**src/hdl/generational_handle_allocator_macros.svh**
```systemverilog
// ---------------------------------------------------------------------------
// Assertion macros shared by the generational handle allocator.
// ---------------------------------------------------------------------------
`ifndef GENERATIONAL_HANDLE_ALLOCATOR_MACROS_SVH
`define GENERATIONAL_HANDLE_ALLOCATOR_MACROS_SVH

// Same-cycle implication, disabled while reset is high.
`define GHA_ASSERT_NOW(label, clk, rst, ante, cons, msg) \
  label: assert property (@(posedge clk) disable iff (rst) (ante) |-> (cons)) \
    else $error(msg);

// Next-cycle implication, disabled while reset is high.
`define GHA_ASSERT_NEXT(label, clk, rst, ante, cons, msg) \
  label: assert property (@(posedge clk) disable iff (rst) (ante) |=> (cons)) \
    else $error(msg);

`endif

```
**src/hdl/gha_ram.sv**
```systemverilog
// ---------------------------------------------------------------------------
// gha_ram
// Generic single-write, single-read synchronous RAM with a registered read.
// ---------------------------------------------------------------------------
module gha_ram #(
  parameter int WIDTH = 8,
  parameter int DEPTH = 16
) (
  input  logic                     clk,
  input  logic                     wr_en,
  input  logic [$clog2(DEPTH)-1:0] wr_addr,
  input  logic [WIDTH-1:0]         wr_data,
  input  logic                     rd_en,
  input  logic [$clog2(DEPTH)-1:0] rd_addr,
  output logic [WIDTH-1:0]         rd_data
);

  logic [WIDTH-1:0] mem [DEPTH];

  // Write port.
  always_ff @(posedge clk) begin
    if (wr_en) begin
      mem[wr_addr] <= wr_data;
    end
  end

  // Registered read port; data holds between reads.
  always_ff @(posedge clk) begin
    if (rd_en) begin
      rd_data <= mem[rd_addr];
    end
  end

endmodule

```
**config.mk**
```make
export PLATFORM = sky130hd
export DESIGN_NAME = gha_ram
export DESIGN_NICKNAME = d
export VERILOG_FILES = /design/src/hdl/generational_handle_allocator_macros.svh /design/src/hdl/gha_ram.sv
export SDC_FILE = /design/constraint.sdc
export NUM_CORES = 1
export LEC_CHECK = 0
export BUFFER_PORTS_ARGS = -buffer_cell sky130_fd_sc_hd__buf_2
export CELL_PAD_IN_SITES_DETAIL_PLACEMENT = 1
export CELL_PAD_IN_SITES_GLOBAL_PLACEMENT = 1
export CORE_MARGIN = 3
export CORE_UTILIZATION = 55
export CTS_BUF_LIST = sky130_fd_sc_hd__clkbuf_4 sky130_fd_sc_hd__clkbuf_8
export DETAILED_ROUTE_END_ITERATION = 8
export GPL_TIMING_DRIVEN = 0
export PLACE_DENSITY = 0.78
export REMOVE_ABC_BUFFERS = 1
export SLEW_MARGIN = 20
export SYNTH_ARGS = -nofsm -noshare
export SYNTH_HDL_FRONTEND = slang
export SYNTH_SLANG_ARGS = --single-unit
```
**constraint.sdc**
```tcl
create_clock -name clk -period 1.8 [get_ports clk]
set_input_delay 0.09 -clock clk [delete_from_list [all_inputs] [get_ports clk]]
set_output_delay 0.09 -clock clk [all_outputs]
set_load 0.02 [all_outputs]
```
==> flow_metrics.env <==
export IMPL_design_area_um2=5820
export IMPL_setup_viol=0
export IMPL_gp_congestion=0.707
export IMPL_route_detailed_vias_per_inst=5.90
export IMPL_power_leakage_nw=1.90
export IMPL_route_antenna_remaining_nets=0
export IMPL_cp_data_arrival_time_ns=1.77
export IMPL_postSynthAreaPerCell_um2=22.8
export IMPL_worst_slew_pin_slew_ns=0.912
export IMPL_starting_density_of_the_core_pct=58.2
export IMPL_worstPathMaxFanout=1
export IMPL_fp_dieW_um=103
export IMPL_fin_crit_sh_pct=89.9
export IMPL_pre_cts_ws_ns=-0.527
export IMPL_grt_first_pass_wirelength_mm=14.8
export IMPL_detail_route_iter0_violations=144
export IMPL_timing_final_crit_period_ns=1.62
export IMPL_top_layer="met4"
export IMPL_synth_yosys_seq_area_share_pct=78.1
export IMPL_yosys_warnings=0
export IMPL_synth_cell_types=18
export IMPL_grt_antenna_before_repair=0
export IMPL_hpwl_mm=6.19
export IMPL_synth_top_cells_by_area="sky130_fd_sc_hd__edfxtp_1 78%, sky130_fd_sc_hd__mux4_2 7.8%, sky130_fd_sc_hd__mux4_1 7.0%"
export IMPL_detailroute_wirelength_met3_um=723
export IMPL_floorplan_io_pins=27
export IMPL_maxClockFrequency_mhz=618
export IMPL_finalNetCount=284
export IMPL_cts_htree_levels=4
export IMPL_synth_area_um2=5230
export IMPL_relative_slew_margins_pct=39.0
export IMPL_worst_skew_pair_late_latency_ns=0.42
export IMPL_setup_repair_after_global_routing_missed_its_margin="false"
export IMPL_hp_class="input pin to flip-flop"
export IMPL_hold_viol_final=0
export IMPL_detail_route_drc_violations=0
export IMPL_clk_transition_reported_paths_ns=0.07
export IMPL_ant_diodes=0
export IMPL_critical_path_top_delay_family="multiplexers"
export IMPL_num_cts_buffers=17
export IMPL_cts_tree="done"
export IMPL_irDropWorstVdd_mv=0.540
export IMPL_drt_wirelength_per_cell_um=24.3
export IMPL_cp_end_kind="flip-flop"
export IMPL_wirelength_met1_mm=3.99
export IMPL_timing_critical_path_slowest_stage_cell="sky130_fd_sc_hd__mux4_1"
export IMPL_drive_above_1_share_pct=27.5
export IMPL_finalClockSkew_ns=0.00925
export IMPL_power_w=0.00618
export IMPL_crit_path_max_incr_delay_ns=0.53
export IMPL_placed_area_um2=5450
export IMPL_setup_worst_path_class="flip-flop to flip-flop"
export IMPL_maxCapViolations=0
export IMPL_firstDrtPassIters=4
export IMPL_power_density_nw_per_um2=1060
export IMPL_synthesis_instances=229
export IMPL_post_synth_top_area_cell="sky130_fd_sc_hd__edfxtp_1"
export IMPL_ys_ff_latch=136
export IMPL_drt_wl_total_mm=9.75
export IMPL_first_global_vias=2455
export IMPL_overflow=0
export IMPL_clkSinkCount=136
export IMPL_status="completed"
export IMPL_netlist_area_leader_share_pct=78.1
export IMPL_chipHeight_um=103
export IMPL_ctsLongestPathBuffers=2
export IMPL_global_route_usage_total_pct=20.4
export IMPL_floorplan_rows=34
export IMPL_critical_path_required_ns=1.95
export IMPL_hold_worst_slack_ns=0.0551
export IMPL_final_setup_worst_slack_ns=0.181
export IMPL_grt_start_max_net_pins=33
export IMPL_design_die_area_um2=10700
export IMPL_cp_start_kind="flip-flop"
export IMPL_via_count=2372
export IMPL_critical_path_buffers_and_inverters=0
export IMPL_detailroute_wirelength_met2_mm=4.91
export IMPL_critical_path_cell_chain="mux4_1, a22oi_1, nand2_1"
export IMPL_area_growth_synth_to_final_pct=11.3
export IMPL_report_final_slew_viol_count=0
export IMPL_cts_root_buffer="sky130_fd_sc_hd__clkbuf_8"
export IMPL_coreArea_um2=8980
export IMPL_port_buffer_count=26
[timing repair]
item	4_1_cts	5_1_grt
hold endpoints to repair	5	0
hold buffers	1	0
setup buffers	0	0
gates resized for setup	1	0
endpoints found under the setup margin	3	0
[worst register-to-register path, cell delays in order (launching register included)]
cell                       delay, ns
sky130_fd_sc_hd__edfxtp_1       0.37
sky130_fd_sc_hd__mux4_1         0.53
sky130_fd_sc_hd__a22oi_1        0.29
sky130_fd_sc_hd__nand2_1        0.15
[final timing paths]
| path | from | end | slack [ns] | depth (start not counted) |
|---|---|---|---|---|
| worst max-delay path | mem[10][2]$_DFFE_PP_ | rd_data[2]$_DFFE_PP_ | 0.18 | 3 |
| worst min-delay path | wr_data[4] | mem[1][4]$_DFFE_PP_ | 0.06 | 1 |
| worst max register to register | mem[10][2]$_DFFE_PP_ | rd_data[2]$_DFFE_PP_ | 0.18 | 3 |
| worst min register to register | mem[14][7]$_DFFE_PP_ | rd_data[7]$_DFFE_PP_ | 0.76 | 3 |
[cell usage after synthesis]
cell / instances
sky130_fd_sc_hd__nor2_1: 13
sky130_fd_sc_hd__nor2b_1: 1
sky130_fd_sc_hd__and2b_1: 1
sky130_fd_sc_hd__mux4_1: 14
sky130_fd_sc_hd__mux4_2: 18
sky130_fd_sc_hd__nand3b_1: 2
sky130_fd_sc_hd__or3b_2: 1
sky130_fd_sc_hd__edfxtp_1: 136
sky130_fd_sc_hd__nor3_1: 4
sky130_fd_sc_hd__nand3_1: 1
sky130_fd_sc_hd__a22oi_1: 16
sky130_fd_sc_hd__and2_1: 1
sky130_fd_sc_hd__buf_6: 3
sky130_fd_sc_hd__clkdlybuf4s25_2: 3
sky130_fd_sc_hd__buf_2: 3
sky130_fd_sc_hd__buf_4: 1
sky130_fd_sc_hd__nand2_1: 9
sky130_fd_sc_hd__nand2b_1: 2
[final cells by class]
| class | instances | area (um^2) |
|---|---|---|
| clock buffer | 19 | 249 |
| clock inverter | 11 | 109 |
| fill | 732 | 3160 |
| multi-input combinational | 83 | 1080 |
| sequential | 136 | 4080 |
| tap | 126 | 158 |
| timing repair buffer | 27 | 143 |
[sequential cells by signal, indices dropped and copies added, names as in the netlist]
signal   cells
mem        128
rd_data      8
[per-stage QoR]
| step | TNS (ns) | utilization [%] | instances |
|---|---|---|---|
| 6_report | 0 | 64.8 | 402 |
| 5_1_grt | 0 | 64.8 | 402 |
| 4_1_cts | 0 | 64.8 | 402 |
| 3_5_place_dp | -3.98 | 60.7 | 371 |
| 3_3_place_gp | -8.96 | 60.5 | 371 |
| 2_1_floorplan | 0 | - | 219 |
[cell families (layout without fill, tap and decap cells)]
family | Yosys count | after routing | share of synthesized area, %
buffers and inverters | 10 | 57 | 1.65
AND/OR/NAND/NOR | 35 | 35 | 3.14
AO/OA/AOI/OAI | 16 | 16 | 2.30
multiplexers | 32 | 32 | 14.8
flip-flops | 136 | 136 | 78.1
[report_power, final]
group,switching [W],internal [W]
sequential,0.0000167,0.00357
clock,0.00105,0.00122
combinational,0.000204,0.000125
total,0.00127,0.00491
[per-layer routing]
metal / global-route usage, % / vias to the layer above
met5: 0 / -
met4: 6.27 / 0
met3: 5.37 / 10
met2: 32.3 / 91
met1: 28.4 / 1223
li1: - / 1048
[placed cells by master (no fill, tap or decap)]
cell type and n:
sky130_fd_sc_hd__a22oi_1 16, sky130_fd_sc_hd__and2_1 1, sky130_fd_sc_hd__and2b_1 1, sky130_fd_sc_hd__buf_2 25, sky130_fd_sc_hd__buf_4 1, sky130_fd_sc_hd__bufinv_16 2, sky130_fd_sc_hd__clkbuf_4 2, sky130_fd_sc_hd__clkbuf_8 17
sky130_fd_sc_hd__clkinv_1 3, sky130_fd_sc_hd__clkinv_2 3, sky130_fd_sc_hd__clkinvlp_4 3, sky130_fd_sc_hd__dlygate4sd3_1 1, sky130_fd_sc_hd__edfxtp_1 136, sky130_fd_sc_hd__mux4_1 14, sky130_fd_sc_hd__mux4_2 18, sky130_fd_sc_hd__nand2_1 9
sky130_fd_sc_hd__nand2b_1 2, sky130_fd_sc_hd__nand3_1 1, sky130_fd_sc_hd__nand3b_1 2, sky130_fd_sc_hd__nor2_1 13, sky130_fd_sc_hd__nor2b_1 1, sky130_fd_sc_hd__nor3_2 4, sky130_fd_sc_hd__or3b_2 1
No activity file was read; power rests on OpenSTA's default activity.
